<file path="src/qdi_pkg.sv">
// Shared types, codes and the transition decode for the quadrature decoder.
// No dependencies; every other file imports this package.
package qdi_pkg;

  // Widths of the result fields and the default counter width
  localparam int OUT_W               = 32;
  localparam int DEFAULT_COUNT_WIDTH = 32;

  // Event function codes
  localparam logic FUNC_SAMPLE  = 1'b0;
  localparam logic FUNC_PRELOAD = 1'b1;

  // Transition codes {previous A:B, current A:B}: counting down
  localparam logic [3:0] T_00_01 = 4'b0001;
  localparam logic [3:0] T_01_11 = 4'b0111;
  localparam logic [3:0] T_11_10 = 4'b1110;
  localparam logic [3:0] T_10_00 = 4'b1000;
  // Transition codes: counting up
  localparam logic [3:0] T_00_10 = 4'b0010;
  localparam logic [3:0] T_10_11 = 4'b1011;
  localparam logic [3:0] T_11_01 = 4'b1101;
  localparam logic [3:0] T_01_00 = 4'b0100;

  typedef enum logic [1:0] {
    STEP_DEC,
    STEP_INC,
    STEP_ERR
  } step_t;

  typedef struct packed {
    logic              func;
    logic              phase_a;
    logic              phase_b;
    logic              phase_index;
    logic signed [31:0] preload_value;
  } in_t;

  typedef struct packed {
    logic signed [OUT_W-1:0] position;
    logic signed [OUT_W-1:0] revolutions;
    logic [OUT_W-1:0]        error_total;
  } out_t;

  // Classify one transition code; unchanged and double-step codes are errors
  function automatic step_t decode_step(input logic [3:0] code);
    step_t step;
    unique case (code)
      T_00_01, T_01_11, T_11_10, T_10_00: step = STEP_DEC;
      T_00_10, T_10_11, T_11_01, T_01_00: step = STEP_INC;
      default:                            step = STEP_ERR;
    endcase
    return step;
  endfunction

endpackage

</file>
<file path="src/qdi_in_reg.sv">
// Input register stage of the quadrature decoder: holds one accepted event.
// Depends on qdi_pkg for the event payload type.
module qdi_in_reg import qdi_pkg::*; (
  input  logic clk,
  input  logic rst_n,
  input  logic in_valid,
  output logic in_ready,
  input  in_t  in_data,
  output logic evt_valid,
  input  logic evt_take,
  output in_t  evt_data
);

  logic vld_r, vld_nxt;
  in_t  data_r;

  // Accept a new event when the stage is empty or drains this cycle
  assign in_ready  = !vld_r || evt_take;
  assign evt_valid = vld_r;
  assign evt_data  = data_r;

  always_comb begin
    vld_nxt = vld_r;
    if (in_valid && in_ready) begin
      vld_nxt = 1'b1;
    end else if (evt_take) begin
      vld_nxt = 1'b0;
    end
  end

  // Hold the valid flag
  always_ff @(posedge clk) begin
    if (!rst_n) begin
      vld_r <= 1'b0;
    end else begin
      vld_r <= vld_nxt;
    end
  end

  // Load the payload on each input transfer
  always_ff @(posedge clk) begin
    if (in_valid && in_ready) begin
      data_r <= in_data;
    end
  end

endmodule

</file>
<file path="src/qdi_core.sv">
// Decoder core: counter state, transition decode and the result register.
// Depends on qdi_pkg for payload types, codes and decode_step.
module qdi_core import qdi_pkg::*; #(
  parameter int COUNT_WIDTH = DEFAULT_COUNT_WIDTH
) (
  input  logic clk,
  input  logic rst_n,
  input  logic evt_valid,
  output logic evt_take,
  input  in_t  evt_data,
  output logic out_valid,
  input  logic out_ready,
  output out_t out_data
);

  logic [1:0]             pair_r, pair_nxt;
  logic [COUNT_WIDTH-1:0] pos_r, pos_nxt;
  logic [COUNT_WIDTH-1:0] rev_r, rev_nxt;
  logic [COUNT_WIDTH-1:0] err_r, err_nxt;
  logic                   out_vld_r, out_vld_nxt;
  out_t                   out_data_r, out_data_nxt;
  logic [1:0]             cur_pair;
  step_t                  step;

  // Take an event whenever the result register is free or being drained
  assign evt_take  = evt_valid && (!out_vld_r || out_ready);
  assign out_valid = out_vld_r;
  assign out_data  = out_data_r;

  assign cur_pair = {evt_data.phase_a, evt_data.phase_b};
  assign step     = decode_step({pair_r, cur_pair});

  // Next counter state for the held event
  always_comb begin
    pair_nxt = pair_r;
    pos_nxt  = pos_r;
    rev_nxt  = rev_r;
    err_nxt  = err_r;
    if (evt_take) begin
      unique case (evt_data.func)
        FUNC_PRELOAD: begin
          pos_nxt = COUNT_WIDTH'(evt_data.preload_value);
          rev_nxt = '0;
        end
        FUNC_SAMPLE: begin
          pair_nxt = cur_pair;
          // Index hit only counts in the A=0, B=0 quadrant
          if (evt_data.phase_index && (cur_pair == 2'b00)) begin
            rev_nxt = rev_r + COUNT_WIDTH'(1);
          end
          unique case (step)
            STEP_DEC: pos_nxt = pos_r - COUNT_WIDTH'(1);
            STEP_INC: pos_nxt = pos_r + COUNT_WIDTH'(1);
            STEP_ERR: err_nxt = err_r + COUNT_WIDTH'(1);
          endcase
        end
      endcase
    end
  end

  // Result, cut or extended: position/revolutions signed, errors unsigned
  always_comb begin
    out_data_nxt.position    = OUT_W'($signed(pos_nxt));
    out_data_nxt.revolutions = OUT_W'($signed(rev_nxt));
    out_data_nxt.error_total = OUT_W'(err_nxt);
    out_vld_nxt = out_vld_r;
    if (evt_take) begin
      out_vld_nxt = 1'b1;
    end else if (out_ready) begin
      out_vld_nxt = 1'b0;
    end
  end

  // Advance counter state and result valid
  always_ff @(posedge clk) begin
    if (!rst_n) begin
      pair_r    <= '0;
      pos_r     <= '0;
      rev_r     <= '0;
      err_r     <= '0;
      out_vld_r <= 1'b0;
    end else begin
      pair_r    <= pair_nxt;
      pos_r     <= pos_nxt;
      rev_r     <= rev_nxt;
      err_r     <= err_nxt;
      out_vld_r <= out_vld_nxt;
    end
  end

  // Load the result payload on each event taken
  always_ff @(posedge clk) begin
    if (evt_take) begin
      out_data_r <= out_data_nxt;
    end
  end

endmodule

</file>
<file path="src/quadrature_decoder_with_index.sv">
// Quadrature decoder (x4) with index revolution counter: top level.
// Depends on qdi_pkg, qdi_in_reg and qdi_core.
//
// Each input transfer is either a sample of the A, B and index lines or a
// preload of the position; every event yields exactly one result transfer
// carrying position, revolutions and error total after that event. An event
// passes the input register and then the decode and counter update into the
// result register, both registered; a result register that is full and not
// drained holds the next event in the input register. One event is taken
// every cycle while the result side keeps draining. Counters are
// COUNT_WIDTH bits wide and wrap; position and revolutions are sign-extended
// or truncated to 32 bits on the result port.
// Reset clears all counters and the last A:B pair.
module quadrature_decoder_with_index import qdi_pkg::*; #(
  parameter int COUNT_WIDTH = DEFAULT_COUNT_WIDTH
) (
  input  logic clk,
  input  logic rst_n,
  input  logic in_valid,
  output logic in_ready,
  input  in_t  in_data,
  output logic out_valid,
  input  logic out_ready,
  output out_t out_data
);

  logic evt_valid;
  logic evt_take;
  in_t  evt_data;

  qdi_in_reg u_in_reg (
    .clk       (clk),
    .rst_n     (rst_n),
    .in_valid  (in_valid),
    .in_ready  (in_ready),
    .in_data   (in_data),
    .evt_valid (evt_valid),
    .evt_take  (evt_take),
    .evt_data  (evt_data)
  );

  qdi_core #(
    .COUNT_WIDTH (COUNT_WIDTH)
  ) u_core (
    .clk       (clk),
    .rst_n     (rst_n),
    .evt_valid (evt_valid),
    .evt_take  (evt_take),
    .evt_data  (evt_data),
    .out_valid (out_valid),
    .out_ready (out_ready),
    .out_data  (out_data)
  );

endmodule
</file>
<file path="config.mk">
export PLATFORM = sky130hd
export DESIGN_NAME = quadrature_decoder_with_index
export DESIGN_NICKNAME = d
export VERILOG_FILES = /design/src/qdi_pkg.sv /design/src/qdi_in_reg.sv /design/src/qdi_core.sv /design/src/quadrature_decoder_with_index.sv
export SDC_FILE = /design/constraint.sdc
export NUM_CORES = 1
export LEC_CHECK = 0
export BUFFER_PORTS_ARGS = -buffer_cell sky130_fd_sc_hd__buf_2
export CAP_MARGIN = 20
export CORE_MARGIN = 4
export CORE_UTILIZATION = 52
export CTS_CLUSTER_SIZE = 40
export DETAILED_ROUTE_END_ITERATION = 10
export MAX_ROUTING_LAYER = met4
export PLACE_DENSITY = 0.73
export SLEW_MARGIN = 20
export SYNTH_ARGS = -nofsm -noshare
export SYNTH_HDL_FRONTEND = slang
export SYNTH_SLANG_ARGS = --single-unit
</file>
<file path="constraint.sdc">
create_clock -name clk -period 5.2 [get_ports clk]
set_input_delay 0.26 -clock clk [delete_from_list [all_inputs] [get_ports clk]]
set_output_delay 0.26 -clock clk [all_outputs]
set_load 0.005 [all_outputs]
</file>
==> results.txt, run 1 <==
- Outcome: finished, final reports clean
- Overall power consumption after layout is estimated at around 4.6 mW.
* Detailed-route via count: 7817
* Number of synthesized register bits: 232
- For this design, the CTS-stage hold fixing added 37 buffers.
* Clk Tree Root Cell: sky130_fd_sc_hd__clkbuf_16
- After detailed routing, the total wire length is about 24000 um.
- Number of synthesized flops with an enable pin: 132
- Gr ovfl total: 0
- The portion of synthesized area spent on multiplexers is 0.983%.
- Average vias per placed instance: 5.54
* Cell at the slowest stage of the critical path: sky130_fd_sc_hd__mux4_2
- Core area: 0.0197 mm2
* Final Slew Violations: 0
- Counting I/O delays and the setup requirement, the final critical path takes 4.31 ns.
* Post-Syn Instances: 953
* Level count of the clock H-tree: 1
- Hold/Removal Path Class: input pin to register
- CP cell instances: inv_1 -> ha_1 -> mux4_2 -> and2_2 -> inv_1 -> ha_1 -> and2_1 -> a221oi_2 -> a21boi_0 -> nor2_1 -> nor3_1 -> or4_1 -> a311o_1 -> nor2b_1
* Antenna fix cells: 0
- Critical Path End Type: register
- Clock tree synthesis found a total of 232 sinks.
- The die is 151 um wide.
- RSZ-0062 raised after global routing: false
* Post-DP HPWL: 16300 um
* Final Hold Violating Endpoints: 0
- Adder-cell share of the synthesized area: under 10%
* Worst Path Class, Setup: register to register
* Number of global-route vias before repair: between 7000 and 8000
* Simple-gate share of the synthesized area: between 10% and 20%
- Achievable Freq: about 230 MHz
- The synthesized netlist devotes 11.4% of its cell area to compound gates.
- Minimum hold slack: 0.0728 ns
- Nature of the critical path startpoint: register
* Residual DRC count: 0
* Max cap viols: 0
- Worst vdd ir: approximately 270 uV
- TritonCTS built the clock tree.
- Unique cell type count in the Yosys netlist: between 60 and 70
- Worst-margin pin slew: about 1.0 ns
- IO buf count: approximately 140
- Worst-case headroom to the max-slew limit: 32.7%
- Fraction of layout cells with a size suffix above 1: 18.5%
* Total number of yosys warnings: 0
- After synthesis, the largest family of logic cells by area is simple AND/OR/NAND/NOR gates.
- Share of Yosys cell area claimed by the top area cell type: between 30% and 40%
* Post-CTS clock slew at the launch and capture registers of the worst setup and hold paths: 0.07 ns
* First-pass GRT wire length: 38800 um
- The floorplan step set the die height to 151 um.
- Counting the buffers created by CTS gives 24.
* # rows: 51
- Insertion delay to the later sink of the worst-skew pair: 0.52 ns
- Antenna violations before repair: 0
* Post-synth top flop: sky130_fd_sc_hd__edfxtp_1
- The analysis attributes to cell leakage a power of 5.03 nW.
- For this run, asynchronously set or reset flops after synthesis account for 0%.
- Wire length per cell after detailed routing: 16.9 um
- From synthesis to final layout, the design area changed by 20.5%.
- Cell type with the largest total area after synthesis: sky130_fd_sc_hd__edfxtp_1
- Number of setup buffers added after CTS: 0
* Largest net degree at the start of global routing: 78
* Post-Syn Area: ~0.011 mm2
* Routability cong.: 0.907
- In this run the remaining antenna-violating nets after routing total 0.
- After the first detailed-routing iteration, the DRC count stood at just over 500.
* Bufs on Longest Clock Path: 3
- Die Footprint: 0.0227 mm2
- First-pass DRT Iterations: 6
- Starting density of the core: 53.6%
- Synthesis produced a netlist with a net count of 1033.
- Most used cells in the layout excluding fill and tap cells: sky130_fd_sc_hd__buf_2, sky130_fd_sc_hd__edfxtp_1, sky130_fd_sc_hd__dfxtp_1
- Mean cell area of the mapped netlist: 11.1 um2
- STA puts the critical path data arrival time at 4.57 ns.
- Setup total negative slack on the finished layout was measured at 0 ns.
* Fraction of synthesized cell area in xor and xnor cells: roughly 7.4%
- Most common library cell in the layout ignoring fill and taps: sky130_fd_sc_hd__buf_2
- Overall Global Routing Usage: a little over a fifth
* Share of synthesized area occupied by flip-flops and latches: around 56%
* Nets@finish: 1210
* Final period util: 82.9%
- Across the routed clock network, the largest skew measured is 0.0143 ns.
- For this run, the slowest stage of the critical path takes 0.51 ns.
- Sorting the synthesized cells by area gives the leading types as sky130_fd_sc_hd__edfxtp_1, sky130_fd_sc_hd__dfxtp_1, sky130_fd_sc_hd__ha_1, sky130_fd_sc_hd__xnor2_1, sky130_fd_sc_hd__nor2_1.
- Total power per unit cell area: 362 mW/mm2
- Gates resized during post-CTS repair numbered 0.
* Count of final setup violators: 0
- Number of top-level design ports: 138
* Largest fanout of any net on the critical path: 10
* CP required: approximately 5.5 ns
-- layout make-up --
| cell class | instances | area, um2 |
|---|---|---|
| tap | 265 | 332 |
| sequential | 232 | 5970 |
| multi-input combinational | 669 | 4410 |
| clock buffer | 31 | 678 |
| fill | 1588 | 6990 |
| clock inverter | 12 | 128 |
| inverter | 20 | 77.6 |
| timing repair buffer | 183 | 1140 |
-- Yosys cell counts, drive strengths merged, types with 2 or more instances --
master   count
inv         19
o22ai       33
o21ai       25
o21bai       2
a2bb2oi      2
a211oi      15
nor2        96
or2          4
mux2i        7
ha          39
a221oi       2
o221a        2
or4          3
and2        57
xor2        41
nand2b       5
nor3b        2
a21o        15
o2111ai      2
a21boi       3
nor4         4
edfxtp     132
nor3        38
clkbuf      31
o21a         8
a21oi       54
nor2b        5
a2111oi      2
xnor2       46
nand3       30
a22oi        3
nand4       18
dfxtp      100
and3        16
a31oi        4
nand2       56
o22a         3
and4         8
or3          2
o211ai       5
-- sequential cells by signal, summed over array words and instances (netlist names) --
signal              cells
u_core.out_data        96
u_in_reg.evt_valid      1
u_core.pos_r           32
u_core.out_valid        1
u_core.rev_r           32
u_core.pair_r           2
u_in_reg.evt_data      36
u_core.err_r           32
-- metrics by stage --
step | std cells | instance area, um2 | setup slack [ns] | util, %
floorplan | 953 | 10600 | 0.856 | -
global placement | 1332 | 11500 | 1.01 | 58.6
detailed placement | 1332 | 11500 | 0.898 | 58.6
CTS | 1412 | 12700 | 0.885 | 64.5
global route | 1412 | 12700 | 0.505 | 64.5
finish | 1412 | 12700 | 0.889 | 64.5
-- cell families (layout without fill, tap and decap cells) --
logic type / after synthesis / count (layout)
AOI/OAI and AO/OA: 187 / 187
DFF: 232 / 232
buffers and inverters: 52 / 246
xor gates and xnor gates: 87 / 87
adders and majority gates: 40 / 40
muxes: 9 / 9
and+or+nand+nor: 346 / 346
-- worst max-delay path: cells and delay by family, from the launching register on --
family	cells	cell delay, ns
fa+ha+maj	2	0.54
flops	1	0.41
simple gates	6	1.27
mux	1	0.51
buf+inv	2	0.41
compound gates	3	0.90
-- final timing paths --
path                              startpoint                       endpoint  slack (ns)  cells after the start
min                                out_ready  u_core.out_valid$_SDFFE_PN0P_        0.07                      3
max reg2reg  u_in_reg.evt_data[34]$_DFFE_PP_  u_core.out_data[77]$_DFFE_PP_        0.89                     14
max          u_in_reg.evt_data[34]$_DFFE_PP_  u_core.out_data[77]$_DFFE_PP_        0.89                     14
min reg2reg    u_core.out_valid$_SDFFE_PN0P_  u_core.out_valid$_SDFFE_PN0P_        0.52                      2
-- report_power, final --
group / internal (mW) / switching, mW
registers: 2.03 / 0.0394
logic: 0.334 / 0.477
clock network: 1.02 / 0.701
total: 3.39 / 1.22
-- per-layer routing --
layer	track usage, %	wire (um)	vias to the layer above
met4	5.49	550	0
met5	-	0	-
li1	-	-	3857
met2	33.9	11000	233
met1	30.5	11100	3681
met3	2.44	1230	46
Note: power is estimated with default switching activity, not from simulation.
==> run 2: changes to the inputs <==
Clock period 5.2 ns to 4.3 ns, I/O delays scaled along.
==> run 2 against run 1 <==
Net effect: final area is 1.8% higher; wire length is 2.8% higher; flip-flop and latch count stayed put; register-to-register slack worse by 0.69 ns; fmax is 5.0% higher; sequential share of layout area is 0.84 points lower; clock skew is 0.0049 ns higher; worst setup slack worse by 0.69 ns; via count is 1.4% higher; critical path type unchanged; largest power group unchanged.
==> results.txt, run 2 (synthesis gave the netlist of run 1 again) <==
- The routed via count is 7927 (+1.4%).
* Average vias per placed instance: 5.51 (-0.50%)
* Insertion delay to the later sink of the worst-skew pair: 0.53 ns (about the same)
* Final period util: 95.5% (+13 points)
* Total cell area at the placement stage: 0.0117 mm2 (+1.4%)
- The starting density of the core is 53.6% (unchanged).
- The net count of the finished layout was 1234 (+2.0%).
- The fraction of layout cells with a size suffix above 1 is 20.6% (+2.1 points).
- Final Slew Violations: 0 (unchanged)
- Wire length per cell after detailed routing: 17.1 um (+0.92%)
* Flop-to-flop setup slack: 0.20 ns (-0.69 ns)
- The worst setup path is of the register to register kind.
- In this run the most critical hold path is launched from rst_n.
- For hold timing, the worst endpoint is u_core.rev_r[12]$_SDFF_PN0_.
* Minimum hold slack: 0.201 ns (+0.128 ns)
- Max cap viols: 0 (unchanged)
- Post-DP HPWL: 16700 um (+2.9%)
- Reg2Reg Capture Point: u_core.out_data[85]$_DFFE_PP_
- Antenna violations before repair: 1 (+1)
* Most used cells in the layout excluding fill and tap cells: sky130_fd_sc_hd__buf_2, sky130_fd_sc_hd__edfxtp_1, sky130_fd_sc_hd__dfxtp_1
- The chip height is 151 um (unchanged).
* Leakage power: 5.17 nW (+2.7%)
* Max reg flops: 96 (unchanged)
* Post-CTS clock slew at the launch and capture registers of the worst setup and hold paths: 0.06 ns (about the same)
- # rows: 51 (unchanged)
- Number of global-route vias before repair: 7804 (+1.2%)
- In this run the worst hold path is classified as input pin to register.
- Final core utilization: 65.7% (+1.2 points)
* First-pass DRT Iterations: 5 (-1)
* Total power per unit cell area: 437 mW/mm2 (+21%)
- The worst-case reg-to-reg path depth is 15 (+1).
* Worst slack at placement: 0.0388 ns (-0.859 ns)
* Routability cong.: 0.966 (+6.6%)
- Die Footprint: 0.0227 mm2 (unchanged)
- Total Neg Setup Slack: 0 ns (unchanged)
- The sequential cell area came to 0.00597 mm2 (unchanged).
- DRT antenna net count: 0 (unchanged)
- The highest achievable clock rate came to 244 MHz (+5.0%).
* Nature of the critical path startpoint: register
- CP arrival: 4.37 ns (-0.20 ns)
- The worst clock skew on the final layout came to 0.0192 ns (+0.00495 ns).
- Most common library cell in the layout ignoring fill and taps: sky130_fd_sc_hd__buf_2
* Worst vdd ir: 360 uV (+34%)
- Count of final setup violators: 0 (unchanged)
- The run finished with clean final reports.
* Largest fanout of any net on the critical path: 17 (+7)
- Gr ovfl total: 0 (unchanged)
- The number of top-level pins is 138 (unchanged).
* Residual DRC count: 0 (unchanged)
- The maximum buffer depth of the clock tree is 3 (unchanged).
- Clock tree from TritonCTS: done
* Worst-margin pin slew: 0.957 ns (-0.0514 ns)
- Drt initial violations: 337 (-34%)
* IO buf count: 137 (unchanged)
- Clk Tree Root Cell: sky130_fd_sc_hd__clkbuf_16
- The global-route usage over all layers came to 22.6% (+0.89 points).
* Largest net degree at the start of global routing: 67 (-14%)
- The total routed wirelength was 24500 um (+2.8%).
* Dpl cells: 1351 (+1.4%)
- The footprint of the multi-input gates is 0.00445 mm2 (+1.1%).
- The post-layout instance area came to 0.0130 mm2 (+1.8%).
- The count of filler cells inserted in the layout is 1541 (-3.0%).
* Level count of the clock H-tree: 1 (unchanged)
* Min cycle time layout: 4.10 ns (-0.206 ns)
- TritonCTS sink count: 232 (unchanged)
* Final Hold Violating Endpoints: 0 (unchanged)
- Number of buffers inserted during clock tree synthesis: 25 (+4.2%)
* Critical Path End Type: register
- Post-route worst setup slack: 0.196 ns (-0.694 ns)
- First-pass GRT wire length: 39900 um (+3.0%)
* Post-layout instance count excluding filler cells: 1439 (+1.9%)
* Synthesis-to-finish area growth: 22.7%
- The required time of the critical path came to 4.57 ns (-0.89 ns).
- Die Wd: 151 um (unchanged)
- In this run the critical register-to-register path is launched from u_in_reg.evt_data[33]$_DFFE_PP_.
- Total design power: 5.66 mW (+23%)
* Core area: 0.0197 mm2 (unchanged)
* Worst-case headroom to the max-slew limit: 36.2% (+3.4 points)
* Number of cells on the worst hold path: 3 (unchanged)
[run 2: changes by cell type in the layout (fill, tap and decap cells not counted), moves of 2 or more]
cell / before / now
sky130_fd_sc_hd__buf_4: 8 / 30
sky130_fd_sc_hd__clkinv_2: 3 / 9
sky130_fd_sc_hd__clkbuf_1: 3 / 6
sky130_fd_sc_hd__clkbuf_8: 3 / 1
sky130_fd_sc_hd__clkinvlp_4: 3 / 1
sky130_fd_sc_hd__ha_1: 39 / 37
sky130_fd_sc_hd__ha_4: 0 / 2
[run 2: worst max-delay path, cell delays in order, from the launching register on]
cell                         delay, ns
sky130_fd_sc_hd__edfxtp_1         0.39
sky130_fd_sc_hd__buf_4            0.16
sky130_fd_sc_hd__ha_1             0.19
sky130_fd_sc_hd__mux4_2           0.53
sky130_fd_sc_hd__and2_2           0.25
sky130_fd_sc_hd__clkinvlp_4       0.08
sky130_fd_sc_hd__buf_12           0.15
sky130_fd_sc_hd__ha_4             0.21
sky130_fd_sc_hd__and2_1           0.17
sky130_fd_sc_hd__a221oi_2         0.34
sky130_fd_sc_hd__a21boi_0         0.19
sky130_fd_sc_hd__o2111ai_1        0.33
sky130_fd_sc_hd__nand2_1          0.22
sky130_fd_sc_hd__a221oi_2         0.31
sky130_fd_sc_hd__xor2_1           0.22
sky130_fd_sc_hd__a21oi_1          0.09
[run 2: final cells by class]
class	count	area share [%]
Antenna cell	1	0.0193
Multi-Input combinational cell	669	34.4
Sequential cell	232	46.0
Tap cell	265	2.56
Timing Repair Buffer	206	10.1
Inverter	20	0.628
Clock buffer	33	5.30
Clock inverter	13	0.946
[run 2: routing by layer]
| metal | global-route usage (%) | routed length, um |
|---|---|---|
| met1 | 31.2 | 11400 |
| met2 | 35.1 | 11200 |
| met3 | 3.43 | 1370 |
| met4 | 5.95 | 601 |
| met5 | - | 0 |
[run 2: where the power goes]
part           internal (mW)  switching [mW]  leakage (nW)
Clock                   1.25           0.854         0.407
Sequential              2.46          0.0459          2.04
Combinational          0.452           0.602          2.72
Total                   4.15            1.50          5.17
[run 2: how the worst max path moves through the flow]
stage / from / endpoint / slack, ns / cells after the start
final: u_in_reg.evt_data[33]$_DFFE_PP_ / u_core.out_data[85]$_DFFE_PP_ / 0.20 / 15
after global routing: u_in_reg.evt_data[33]$_DFFE_PP_ / u_core.out_data[95]$_DFFE_PP_ / -0.004 / 16
after floorplan: u_in_reg.evt_data[33]$_DFFE_PP_ / u_core.out_data[90]$_DFFE_PP_ / -0.02 / 15
after CTS: u_in_reg.evt_data[33]$_DFFE_PP_ / u_core.out_data[95]$_DFFE_PP_ / 0.02 / 14
after detailed placement: u_in_reg.evt_data[33]$_DFFE_PP_ / u_core.out_data[95]$_DFFE_PP_ / 0.04 / 14
after global placement: u_in_reg.evt_data[33]$_DFFE_PP_ / u_core.out_data[95]$_DFFE_PP_ / 0.15 / 14
[run 2: repair_timing]
action | CTS | global route
endpoints found under the setup margin | 0 | 25
hold endpoints to repair | 38 | 0
resized for setup | 0 | 4
buffers inserted | 0 | 3
hold buffers | 38 | 0
==> run 3: changes to the inputs <==
Settings changed: ABC_AREA set to 1, PLACE_DENSITY 0.73 to 0.72.
==> run 3 against run 2 <==
Net effect: fmax up 13%; synthesized cell count up 62%; critical path type unchanged; sequential power about the same; critical endpoint is now u_core.out_data[84]$_DFFE_PP_; highest routed layer unchanged.
==> results.txt, run 3 <==
- The netlist area before placement is 0.0121 mm2 (+14%).
- CP arrival: 3.90 ns (-0.47 ns)
* Wire length per cell after detailed routing: 14.5 um (-15%)
* Unique cell type count in the Yosys netlist: 43 (-33%)
* Simple-gate share of the synthesized area: 27.3% (+10 points)
- Hold/Removal Path Class: input pin to register
- Die Footprint: 0.0257 mm2 (+14%)
- The synthesized area per cell is 7.81 um2 (-30%).
- Antenna fix cells: 0 (-1)
- The flow ran to the end, and the final reports show no timing, DRC or antenna violations.
- The power density normalized to cell area is 410 mW/mm2 (-6.1%).
- The worst setup path is captured at a register.
- The area inside the core boundary came to 0.0228 mm2 (+16%).
- The violation count after the first detailed-routing iteration is 597 (+77%).
* Detailed-route via count: 10394 (+31%)
* Max reg flops: 96 (unchanged)
* Final Slew Violations: 0 (unchanged)
- Level count of the clock H-tree: 1 (unchanged)
- Library cell with the highest instance count after synthesis: sky130_fd_sc_hd__nand2_1
- The number of port buffers was 137 (unchanged).
- The number of core rows is 55 (+7.8%).
- The clock latency of the later-clocked register in the worst-skew pair was 0.53 ns (about the same).
- The fraction of synthesized cell area in xor and xnor cells came to 2.61% (-4.8 points).
- Compared with the post-synthesis result, the final layout area differs by 18.5%.
* Leakage power: 6.67 nW (+29%)
- Largest family of logic cells by synthesized area: simple AND/OR/NAND/NOR gates
* Most common library cell in the layout ignoring fill and taps: sky130_fd_sc_hd__nand2_1
- In the layout the commonest cells are sky130_fd_sc_hd__nand2_1, sky130_fd_sc_hd__inv_1, sky130_fd_sc_hd__nor2_1.
- CP required: 4.57 ns (about the same)
* Post-synth top flop: sky130_fd_sc_hd__edfxtp_1
- The number of synthesized register bits came to 232 (unchanged).
- Routed met2 length: 14400 um (+28%)
* Adder-cell share of the synthesized area: 4.21% (-0.60 points)
- The detailed-route DRC error count was 0 (unchanged).
- The headroom to the max-slew limit was 36.6% (+0.41 points).
- The count of endpoints failing setup in the final report came to 0 (unchanged).
* Worst vdd ir: 328 uV (-8.7%)
- Cell type with the largest total area after synthesis: sky130_fd_sc_hd__edfxtp_1
- The chip height is 160 um (+6.6%).
- # resized after CTS: 0 (unchanged)
* Top area cells in the synthesized netlist: sky130_fd_sc_hd__edfxtp_1, sky130_fd_sc_hd__dfxtp_1, sky130_fd_sc_hd__nand2_1, sky130_fd_sc_hd__inv_1, sky130_fd_sc_hd__nor2_1
- The total number of yosys warnings came to 0 (unchanged).
* Proportion of synthesized area in mux cells: 0% (-0.98 points)
- Number of synthesized flops with an enable pin: 132 (unchanged)
- First-pass DRT Iterations: 5 (unchanged)
- Number of buffers inserted during clock tree synthesis: 24 (-4.0%)
- DRT antenna net count: 0 (unchanged)
- Antenna violations before repair: 0 (-1)
* Gr ovfl total: 0 (unchanged)
- The critical path is of the register to register type.
- Setup repair after global routing left no endpoint under its margin.
- Wirelength, routed: 29800 um (+22%)
* Proportion of register bits with asynchronous set or reset after synthesis: 0% (unchanged)
- The highest achievable clock rate is 276 MHz (+13%).
* Number of global-route vias before repair: 9979 (+28%)
* Final-layout fill cell count: 2006 (+30%)
- M1 wire length: 13500 um (+18%)
- Signal routing reaches up to met4.
* Starting density of the core: 53.0% (-0.55 points)
- The clock-pin transition on the worst setup and hold timing paths is 0.06 ns (about the same).
- The post-route clock period utilization was 84.3% (-11 points).
* Post-layout instance count excluding filler cells: 2054 (+43%)
- The total negative slack for setup checks was 0 ns (unchanged).
* TritonCTS sink count: 232 (unchanged)
* Routability cong.: 0.902 (-6.7%)
* Largest net degree at the start of global routing: 99 (+48%)
- Overall Global Routing Usage: 23.2% (+0.58 points)
- Compound-gate portion of the synthesized area: 7.25% (-4.1 points)
- First-pass GRT wire length: 48400 um (+21%)
- The total of max-cap violations was 0 (unchanged).
* Share of synthesized area occupied by flip-flops and latches: 49.4% (-7.1 points)
* Clock tree from TritonCTS: done
- Share of Yosys cell area claimed by the top area cell type: 32.8% (-4.7 points)
- The top fanout value on the critical path came to 33 (+16).
* Die Wd: 160 um (+6.6%)
- Clk Tree Root Cell: sky130_fd_sc_hd__clkbuf_16
* Number of top-level design ports: 138 (unchanged)
- Worst Skew: 0.00941 ns (-0.00981 ns)
* Min cycle time layout: 3.62 ns (-0.480 ns)
- By count the netlist is led by sky130_fd_sc_hd__nand2_1, sky130_fd_sc_hd__inv_1, sky130_fd_sc_hd__nor2_1.
* Post-DP HPWL: 21400 um (+28%)
* Worst-margin pin slew: 0.951 ns (-0.00609 ns)
- Post-synth net total: 1626 (+57%)
- The count of mapped cells out of synthesis is 1546 (+62%).
- The worst setup path is launched from a register.
* Dpl cells: 1971 (+46%)
- Nets@finish: 1803 (+46%)
- Wire length on met3: 1330 um (-2.6%)
* Fraction of layout cells with a size suffix above 1: 12.2% (-8.5 points)
- Bufs on Longest Clock Path: 3 (unchanged)
- The via count normalized by instance count was 5.06 (-8.1%).
- The number of hold-slack violations in the final timing report is 0 (unchanged).
[run 3: cell types whose count changed after synthesis, moves of 15 or more]
cell                      before  now
sky130_fd_sc_hd__xnor2_1      46   12
sky130_fd_sc_hd__nand3_1      30   87
sky130_fd_sc_hd__and3_1       16    0
sky130_fd_sc_hd__inv_1        18  253
sky130_fd_sc_hd__nand2_1      56  433
sky130_fd_sc_hd__and2_1       55    4
sky130_fd_sc_hd__nor2_1       92  150
sky130_fd_sc_hd__nor3_1       38   53
sky130_fd_sc_hd__o22ai_1      33    2
sky130_fd_sc_hd__a21oi_1      54  105
[run 3: metal layers]
layer	GRT usage, %	up-vias
met5	-	-
met4	6.14	0
met3	2.67	51
met2	39.3	252
met1	29.7	4757
li1	-	5334
[run 3: critical path, stage by stage (launching register included)]
cell and delay [ns]:
sky130_fd_sc_hd__edfxtp_1 0.40, sky130_fd_sc_hd__inv_1 0.08, sky130_fd_sc_hd__ha_1 0.33, sky130_fd_sc_hd__xor2_1 0.15, sky130_fd_sc_hd__nand2_1 0.07, sky130_fd_sc_hd__nand2_2 0.05
sky130_fd_sc_hd__nor2_1 0.18, sky130_fd_sc_hd__inv_1 0.06, sky130_fd_sc_hd__buf_4 0.27, sky130_fd_sc_hd__ha_1 0.39, sky130_fd_sc_hd__nand2_1 0.09, sky130_fd_sc_hd__inv_1 0.07
sky130_fd_sc_hd__a21oi_1 0.27, sky130_fd_sc_hd__nand3_1 0.25, sky130_fd_sc_hd__nand2_1 0.14, sky130_fd_sc_hd__nand2_1 0.06, sky130_fd_sc_hd__nand2_1 0.05, sky130_fd_sc_hd__nand3_1 0.07
sky130_fd_sc_hd__nand2_1 0.10, sky130_fd_sc_hd__nand2_1 0.04, sky130_fd_sc_hd__o21ai_0 0.14, sky130_fd_sc_hd__inv_1 0.07
[run 3: logic make-up (layout without fill, tap and decap cells)]
| family | Yosys count | in the layout |
|---|---|---|
| flip-flops | 232 | 232 |
| AND/OR/NAND/NOR | 784 | 784 |
| XOR/XNOR | 36 | 36 |
| AO/OA/AOI/OAI | 161 | 161 |
| adder cells (fa/ha/maj) | 40 | 40 |
| buffers and inverters | 293 | 488 |
[run 3: cell type report]
type / count / area (um2) / share of cell area (%)
sequential: 232 / 5970 / 41.7
multi-input combinational: 1021 / 5010 / 35.0
timing repair buffer: 185 / 1160 / 8.08
inverter: 259 / 975 / 6.81
clock buffer: 35 / 702 / 4.90
tap: 313 / 392 / 2.74
clock inverter: 9 / 115 / 0.804
[run 3: what timing repair did]
item	in CTS	in global routing
endpoints found under the hold margin	42	0
setup buffers	0	0
hold buffers	39	0
[run 3: final timing paths]
check	start	endpoint	slack [ns]	cells after the start
worst min-delay path	in_data[8]	u_in_reg.evt_data[8]$_DFFE_PP_	0.40	2
worst max register to register	u_in_reg.evt_data[33]$_DFFE_PP_	u_core.out_data[84]$_DFFE_PP_	0.68	21
worst min register to register	u_core.pos_r[3]$_SDFF_PN0_	u_core.pos_r[3]$_SDFF_PN0_	0.50	2
worst max-delay path	u_in_reg.evt_data[33]$_DFFE_PP_	u_core.out_data[84]$_DFFE_PP_	0.68	21
[run 3: stage by stage]
step                      total power, mW  util [%]  worst slack, ns  instance area (um2)  hold slack (ns)
final                                5.87      62.8            0.675                14300            0.399
after global routing                 6.18      62.8            0.359                14300            0.392
after CTS                            5.92      62.8            0.681                14300            0.365
after detailed placement             3.76      57.5            0.696                13100            0.393
after global placement               3.76      57.5            0.716                13100            0.391
after floorplan                      3.41         -            0.144                12100            0.314
[run 3: where the power goes]
group / switching, mW / internal (mW) / total, mW
logic: 0.849 / 0.419 / 1.27
registers: 0.0416 / 2.44 / 2.48
clock network: 0.860 / 1.26 / 2.12
